**config.mk**
```make
export PLATFORM = sky130hd
export DESIGN_NAME = icdf_divider
export DESIGN_NICKNAME = d
export VERILOG_FILES = /design/src/design/icdf_pkg.sv /design/src/design/icdf_divider.sv
export SDC_FILE = /design/constraint.sdc
export NUM_CORES = 1
export LEC_CHECK = 0
export BUFFER_PORTS_ARGS = -buffer_cell sky130_fd_sc_hd__buf_2
export CORE_MARGIN = 2
export CORE_UTILIZATION = 45
export CTS_BUF_LIST = sky130_fd_sc_hd__clkbuf_16
export DETAILED_ROUTE_END_ITERATION = 8
export PLACE_DENSITY_LB_ADDON = 0.05
export SYNTH_ARGS = -nofsm -noshare
export SYNTH_HDL_FRONTEND = slang
export SYNTH_SLANG_ARGS = --single-unit
```
**constraint.sdc**
```tcl
create_clock -name i_clk -period 7.76 [get_ports i_clk]
set_input_delay 0 -clock i_clk [delete_from_list [all_inputs] [get_ports i_clk]]
set_output_delay 0 -clock i_clk [all_outputs]
set_load 0.005 [all_outputs]
```
**src/design/icdf_pkg.sv**
```systemverilog
package icdf_pkg;

    // Field widths fixed by the item format.
    localparam int MASS_W    = 17;
    localparam int RADIUS_W  = 24;
    localparam int PTS_W     = 9;
    localparam int INDEX_W   = 8;
    localparam int PROD_W    = MASS_W + RADIUS_W;
    localparam int DIV_CNT_W = $clog2(PROD_W + 1);

    // Command codes carried by the command field.
    localparam logic CMD_LOAD  = 1'b0;
    localparam logic CMD_QUERY = 1'b1;

    // One table entry pair as it sits in memory.
    typedef struct packed {
        logic [MASS_W-1:0]   mass;
        logic [RADIUS_W-1:0] radius;
    } t_entry;

    // Sequencer states, one-hot.
    typedef enum logic [6:0] {
        S_IDLE  = 7'b0000001,
        S_FIRST = 7'b0000010,
        S_SCAN  = 7'b0000100,
        S_PREP  = 7'b0001000,
        S_MUL   = 7'b0010000,
        S_DIVST = 7'b0100000,
        S_DIV   = 7'b1000000
    } t_state;

endpackage

```
**src/design/icdf_divider.sv**
```systemverilog
module icdf_divider (
    input  logic                          i_clk,
    input  logic                          i_rst_n,
    input  logic                          i_start,
    input  logic [icdf_pkg::PROD_W-1:0]   i_dividend,
    input  logic [icdf_pkg::MASS_W-1:0]   i_divisor,
    output logic                          o_done,
    output logic [icdf_pkg::RADIUS_W-1:0] o_quotient
);
    import icdf_pkg::*;

    logic                 r_run;
    logic                 r_done;
    logic [DIV_CNT_W-1:0] r_cnt;
    logic [MASS_W-1:0]    r_rem;
    logic [PROD_W-1:0]    r_quo;
    logic [MASS_W-1:0]    r_div;

    logic [MASS_W:0]      trial;
    logic                 fits;

    // Restoring step: shift in one dividend bit and try to take the divisor off.
    assign trial = {r_rem, r_quo[PROD_W-1]};
    assign fits  = (trial >= {1'b0, r_div});

    // Control: run for one step per dividend bit, then pulse done.
    always_ff @(posedge i_clk) begin
        if (!i_rst_n) begin
            r_run  <= 1'b0;
            r_done <= 1'b0;
            r_cnt  <= '0;
        end else begin
            r_done <= 1'b0;
            if (i_start) begin
                r_run <= 1'b1;
                r_cnt <= DIV_CNT_W'(PROD_W);
            end else if (r_run) begin
                r_cnt <= r_cnt - DIV_CNT_W'(1);
                if (r_cnt == DIV_CNT_W'(1)) begin
                    r_run  <= 1'b0;
                    r_done <= 1'b1;
                end
            end
        end
    end

    // Datapath: partial remainder and quotient shift register.
    always_ff @(posedge i_clk) begin
        if (i_start) begin
            r_rem <= '0;
            r_quo <= i_dividend;
            r_div <= i_divisor;
        end else if (r_run) begin
            r_rem <= fits ? MASS_W'(trial - {1'b0, r_div}) : trial[MASS_W-1:0];
            r_quo <= {r_quo[PROD_W-2:0], fits};
        end
    end

    // The quotient never exceeds the radius span, so the low bits hold all of it.
    assign o_done     = r_done;
    assign o_quotient = r_quo[RADIUS_W-1:0];

endmodule

```
==> summary.md, run 1 <==
| Metric | Value |
|---|---|
| Number of flops mapped to enable cells by yosys | `58` |
| DR vias/cell | `5.19` |
| Layout fillers | `838` |
| CTS Root Cell | `clkbuf_16` |
| TNS Setup | `0 ns` |
| Worst VDD drop | `0.000121 V` |
| Main flop type after synthesis | `edfxtp_1` |
| Hold-fix buffers at CTS | `58` |
| Skew final | `0.00688 ns` |
| CP arrival | `3.94 ns` |
| Largest net degree at the start of global routing | `61` |
| WS Path Type | `flip-flop to flip-flop` |
| RSZ-0062 raised after global routing | `no` |
| Seq/Total Area, Yosys | `49.9%` |
| Post-synth ARST share | `0%` |
| Outcome | `finished, final reports clean` |
| Synthesized area | `4490 sq um` |
| Sequential cell area | `2240 sq um` |
| Dpl hpwl | `6050 um` |
| Vias in the first global route | `3471` |
| Iter 0 DRT Violations | `158` |
| Startpoint class of the critical path | `flip-flop` |
| Worst skew pair latency | `0.33 ns` |
| Post-synthesis to final-layout area growth | `28.4%` |
| Total gr overflow | `0` |
| N_diodes | `0` |
| DR pass1 iterations | `4` |
| Share of the synthesized area in the top cell type | `38.8%` |
| I/O pin count | `86` |
| Crit path launch | `r_quo[40]` |
| Clk slew on worst S/H paths | `0.07 ns` |
| Resized cells post-CTS | `0` |
| Syn Nets | `472` |
| Chip height | `104 um` |
| Power Density | `201 nW/um^2` |
| H-tree levels | `3` |
| Fin. Hold Viols | `0` |
| Initial antenna violation count | `0` |
| Layout cell share with drive strength beyond 1 | `28.7%` |
| Distinct cells, synth | `55` |
| Die X | `104 um` |
| Worst hold start | `i_start` |
| Worst Max-Slew Pin Slew | `1.14 ns` |
| Clk buf depth | `2` |
| Rel. slew slack | `23.4%` |
| Worst-path fanout max | `16` |
| Cell taking the most area after synthesis | `edfxtp_1` |
| Max-cap viol count | `0` |
| Initial Util | `46.2%` |
| Synth Instances | `391` |
| Final period utilization | `48.2%` |
| Post-route DRC | `0` |
| Gr usage total | `19.0%` |
| Final WL | `9740 um` |
| Worst setup EP type | `flip-flop` |
| Syn_area_per_cell | `11.5 sq um` |
| Min Tclk post-route | `3.74 ns` |
| Final GP Congestion | `0.839` |
| Fin. max-slew vios | `0` |
| Synth top area cells | `edfxtp_1 39%, dfxtp_1 11%, mux2_2 10%, ha_1 5.3%, buf_4 4.0%` |
| # clock sinks | `83` |
| Fmax | `267 MHz` |
| Multi-input gate area | `1910 sq um` |
| FF+latch count, synth | `83` |
| Row Count | `36` |
| First-pass GRT wire length | `16500 um` |
| Required time worst endpoint | `7.96 ns` |
| WHS | `0.0113 ns` |
| CTS tree | `built` |
| Leakage Power | `2.43 nW` |
| TritonCTS Buffers | `9` |
| Worst Hold Class | `primary input to flip-flop` |
| # setup viols final | `0` |
| WL/cell | `15.0 um` |
| Core area | `9730 sq um` |
| Nets@finish | `591` |
| Via count | `3366` |
| Syn. warnings | `0` |
| Worst r2r src | `r_quo[40]` |
| Post-DRT Antenna Nets | `0` |
| Post-CTS Setup Repair Bufs | `0` |
| Buffers on Ports | `85` |
| Total Die Area | `10800 sq um` |
-- path summary, 6_finish.rpt --
check             slack, ns  cells past startpoint  endpoint
hold / removal         0.01                      2  r_rem[6]
hold reg to reg        0.48                      2  r_rem[1]
setup reg to reg       4.02                     11  r_rem[6]
setup / recovery       4.02                     11  r_rem[6]
-- final cells by class --
type	count	area share (%)
repair buffers	147	18.0
inverters	26	1.69
clock inverters	7	1.60
clock buffers	9	3.90
well taps	133	2.88
multi-input cells	243	33.1
flip-flops and latches	83	38.9
-- cell families (layout without fill, tap and decap cells) --
logic type / Yosys count / count (layout) / share of synthesized area [%]
AOI/OAI and AO/OA: 84 / 84 / 13.5
DFF: 83 / 83 / 49.9
and+or+nand+nor: 77 / 77 / 8.71
buffers and inverters: 65 / 189 / 7.63
muxes: 47 / 47 / 11.6
adders and majority gates: 20 / 20 / 5.74
xor gates and xnor gates: 15 / 15 / 2.92
-- layer usage --
metal / global-route usage, % / vias to the layer above / share of wire, %
met5: 0 / - / 0
met4: 8.01 / 0 / 1.5
met3: 3.32 / 9 / 3.9
met2: 32.1 / 75 / 48
met1: 24.0 / 1609 / 46
li1: - / 1673 / -
-- Yosys cell counts (all sizes together) (5+ instances only) --
master / number
edfxtp: 58
mux2: 41
buf: 31
inv: 26
dfxtp: 25
nor2: 20
ha: 19
o21ai: 17
nand2: 16
a21oi: 15
xor2: 11
a32oi: 9
clkbuf: 8
a21o: 7
nand3: 7
mux2i: 6
a2111oi: 5
a211oi: 5
nor2b: 5
nor3: 5
nor4: 5
o21a: 5
-- report_power, final --
part	leakage, nW	internal [mW]	switching (mW)	total [mW]
clock network	0.159	0.281	0.176	0.457
logic	1.49	0.0899	0.0814	0.171
registers	0.783	0.516	0.0169	0.533
total	2.43	0.887	0.274	1.16
-- flip-flops by register name, indices dropped and copies added (netlist names) --
name	count
o_done	1
r_cnt	6
r_div	17
r_quo	41
r_rem	17
r_run	1
-- cell usage in the layout, fill, tap and decap left out, types with 16 or more instances in the layout --
cell           count
buf_2             85
dfxtp_1           25
dlygate4sd3_1     58
edfxtp_1          58
ha_1              19
inv_1             28
mux2_2            41
nand2_1           16
nor2_1            20
o21ai_0           16
-- critical path, cell delays in order (launching register included) --
cell	delay, ns
edfxtp_1	0.39
inv_1	0.08
ha_1	0.16
inv_1	0.05
fa_1	0.39
a21o_1	0.22
a221o_1	0.33
a211o_1	0.33
a2111oi_4	1.01
buf_4	0.33
mux2i_1	0.22
a211oi_2	0.08
-- through the flow --
step	total power [mW]	utilization (%)	cell area [sq um]	std cells	worst slack, ns
after floorplan	0.652	-	4490	391	4.72
after global routing	1.22	59.3	5770	648	3.83
after global placement	0.688	50.1	4870	574	4.06
after CTS	1.17	59.3	5770	648	4.00
after detailed placement	0.689	50.1	4870	574	4.05
final	1.16	59.3	5770	648	4.02
Note: power is estimated with default switching activity, not from simulation.
==> inputs of run 2 (changes only) <==
- clock period: 7.76 -> 3.8 ns (I/O delays scaled with it)
==> run 2 against run 1 <==
Clock skew increased by 0.0022 ns; global-route usage rose by 0.29 points; sequential share of layout area is essentially flat; count of clock-buffer cells in the layout unchanged; first-iteration DRC count decreased by 3.8%; combinational power increased by 110%; register-to-register slack worse by 3.3 ns; total power rose by 100%; wire length rose by 0.99%; highest routed layer unchanged.
==> summary.md, run 2 (same netlist as run 1, synthesis figures left out) <==
| Metric | Value |
|---|---|
| Outcome | `finished, final reports clean` |
| Vias in the first global route | `3459 (-0.35%)` |
| TNS Setup | `0 ns (unchanged)` |
| Crit path top cell by count | `inv_1` |
| Reg2Reg Setup Slack | `0.71 ns (-3.31 ns)` |
| Clk slew on worst S/H paths | `0.07 ns (about the same)` |
| Top Registers | `r_quo (41), r_div (17), r_rem (17)` |
| Total Die Area | `10800 sq um (unchanged)` |
| Final WL | `9830 um (+0.99%)` |
| RSZ-0062 raised after global routing | `no` |
| Fin. Hold Viols | `0 (unchanged)` |
| Startpoint class of the critical path | `flip-flop` |
| Post-DRT Antenna Nets | `0 (unchanged)` |
| Worst Hold Class | `primary input to flip-flop` |
| Required time worst endpoint | `4.00 ns (-3.96 ns)` |
| Die X | `104 um (unchanged)` |
| Leakage Power | `2.42 nW (-0.23%)` |
| Dpl hpwl | `6380 um (+5.6%)` |
| Max-cap viol count | `0 (unchanged)` |
| Post-synthesis to final-layout area growth | `28.3% (about the same)` |
| # setup viols final | `0 (unchanged)` |
| Clk buf depth | `2 (unchanged)` |
| Worst-path fanout max | `15 (-1)` |
| CTS tree | `built` |
| Chip height | `104 um (unchanged)` |
| N_diodes | `0 (unchanged)` |
| CTS Root Cell | `clkbuf_16` |
| Resized cells post-CTS | `0 (unchanged)` |
| # clock sinks | `83 (unchanged)` |
| Worst Reg-to-Reg Cells | `11 (unchanged)` |
| Final GP Congestion | `0.829 (-1.1%)` |
| Initial antenna violation count | `0 (unchanged)` |
| Max stage delay on crit path | `0.40 ns (-0.61 ns)` |
| Row Count | `36 (unchanged)` |
| Layout cell share with drive strength beyond 1 | `29.4% (+0.66 points)` |
| Largest net degree at the start of global routing | `42 (-31%)` |
| Multi-input gate area | `1910 sq um (unchanged)` |
| Post-route DRC | `0 (unchanged)` |
| Cells on Worst Hold Path | `3 (+1)` |
| Worst path slowest cell | `edfxtp_1` |
| Iter 0 DRT Violations | `152 (-3.8%)` |
| Max reg flops | `41 (unchanged)` |
| Post-layout util | `59.3% (about the same)` |
| Buffers on Ports | `85 (unchanged)` |
| Fmax | `323 MHz (+21%)` |
| Most common cell after layout, fill and taps aside | `buf_2` |
| Total power | `2.33 mW (+100%)` |
| Rel. slew slack | `51.0% (+28 points)` |
| Worst Max-Slew Pin Slew | `0.735 ns (-0.409 ns)` |
| Worst VDD drop | `0.000289 V (+140%)` |
| Reg2Reg Capture Point | `r_rem[6]` |
| Crit path buf inv count | `3 (unchanged)` |
| Sequential cell area | `2240 sq um (unchanged)` |
| First-pass GRT wire length | `16600 um (+0.50%)` |
| WHS | `0.0234 ns (+0.0121 ns)` |
| Worst skew pair latency | `0.34 ns (about the same)` |
| Power Density | `405 nW/um^2 (+100%)` |
| I/O pin count | `86 (unchanged)` |
| CP arrival | `3.29 ns (-0.65 ns)` |
| Layout fillers | `863 (+3.0%)` |
| Worst r2r src | `r_quo[40]` |
| Via count | `3385 (+0.56%)` |
| Commonest cells after routing, fill and taps aside | `85 x buf_2, 58 x dlygate4sd3_1, 58 x edfxtp_1, 41 x mux2_2, 26 x inv_1` |
| Gr usage total | `19.3% (+0.29 points)` |
| Worst hold start | `i_dividend[0]` |
| WS Path Type | `flip-flop to flip-flop` |
| Final period utilization | `81.4% (+33 points)` |
| Hold EP | `r_quo[0]` |
| Total gr overflow | `0 (unchanged)` |
| DP Area | `4890 sq um (+0.31%)` |
| Top reg by flops | `r_quo` |
| Core area | `9730 sq um (unchanged)` |
| Design Area, Final | `5770 sq um (about the same)` |
| Skew final | `0.00912 ns (+0.00224 ns)` |
| Delay-heaviest family, CP | `compound AO/OA/AOI/OAI gates` |
| DR pass1 iterations | `4 (unchanged)` |
| Nets@finish | `593 (+0.34%)` |
| Worst setup EP type | `flip-flop` |
| TritonCTS Buffers | `9 (unchanged)` |
| Min Tclk post-route | `3.09 ns (-0.650 ns)` |
| WL/cell | `15.1 um (+0.68%)` |
| H-tree levels | `3 (unchanged)` |
| Fin. max-slew vios | `0 (unchanged)` |
| Critical path cell sequence | `inv_1 -> ha_1 -> inv_1 -> fa_1 -> a21o_1 -> a221o_1 -> a211o_1 -> a2111oi_4 -> buf_4 -> mux2i_1 -> a211oi_2` |
| DR vias/cell | `5.21 (+0.26%)` |
| Initial Util | `46.2% (unchanged)` |
[run 2: cell count changes in the layout (fill, tap and decap cells not counted), sizes merged]
cell      change
buf           +2
bufinv        -1
clkinv        +1
clkinvlp      +1
inv           -1
[run 2: routing by layer]
metal / vias up / part of all wire, % / global-route usage (%)
met5: - / 0 / 0
met4: 0 / 1.8 / 6.85
met3: 14 / 4.1 / 5.26
met2: 76 / 48 / 31.3
met1: 1619 / 46 / 24.7
li1: 1676 / - / -
[run 2: area by class of cell]
| cell class | instances | share of cell area (%) |
|---|---|---|
| Sequential cell | 83 | 38.9 |
| Multi-Input combinational cell | 243 | 33.1 |
| Timing Repair Buffer | 149 | 18.2 |
| Clock buffer | 9 | 3.91 |
| Tap cell | 133 | 2.89 |
| Inverter | 26 | 1.69 |
| Clock inverter | 7 | 1.30 |
[run 2: what timing repair did]
action                                 4_1_cts  5_1_grt
endpoints found under the hold margin       61        0
buffers inserted                             0        0
hold buffers                                58        0
setup endpoints to repair                    0        0
[run 2: worst max-delay path by stage]
stage / slack, ns / to / startpoint / cells after the start
finish: 0.71 / r_rem[6] / r_quo[40] / 11
global placement: 0.79 / r_rem[6] / r_quo[40] / 11
CTS: 0.70 / r_rem[6] / r_quo[40] / 11
detailed placement: 0.72 / r_rem[6] / r_quo[40] / 11
global route: 0.53 / r_rem[8] / r_quo[40] / 11
floorplan: 0.76 / r_quo[0] / r_quo[40] / 10
[run 2: power by group]
group / total (mW) / internal [mW] / switching, mW
sequential: 1.09 / 1.05 / 0.0343
clock: 0.893 / 0.514 / 0.379
combinational: 0.352 / 0.184 / 0.168
[run 2: worst min-delay path: stages]
cell and delay (ns):
buf_2 0.07, inv_1 0.03, mux2i_1 0.13
[run 2: through the flow]
step / cells / setup WS, ns
floorplan: 391 / 0.765
global placement: 576 / 0.791
detailed placement: 576 / 0.716
CTS: 650 / 0.701
global route: 650 / 0.533
finish: 650 / 0.707
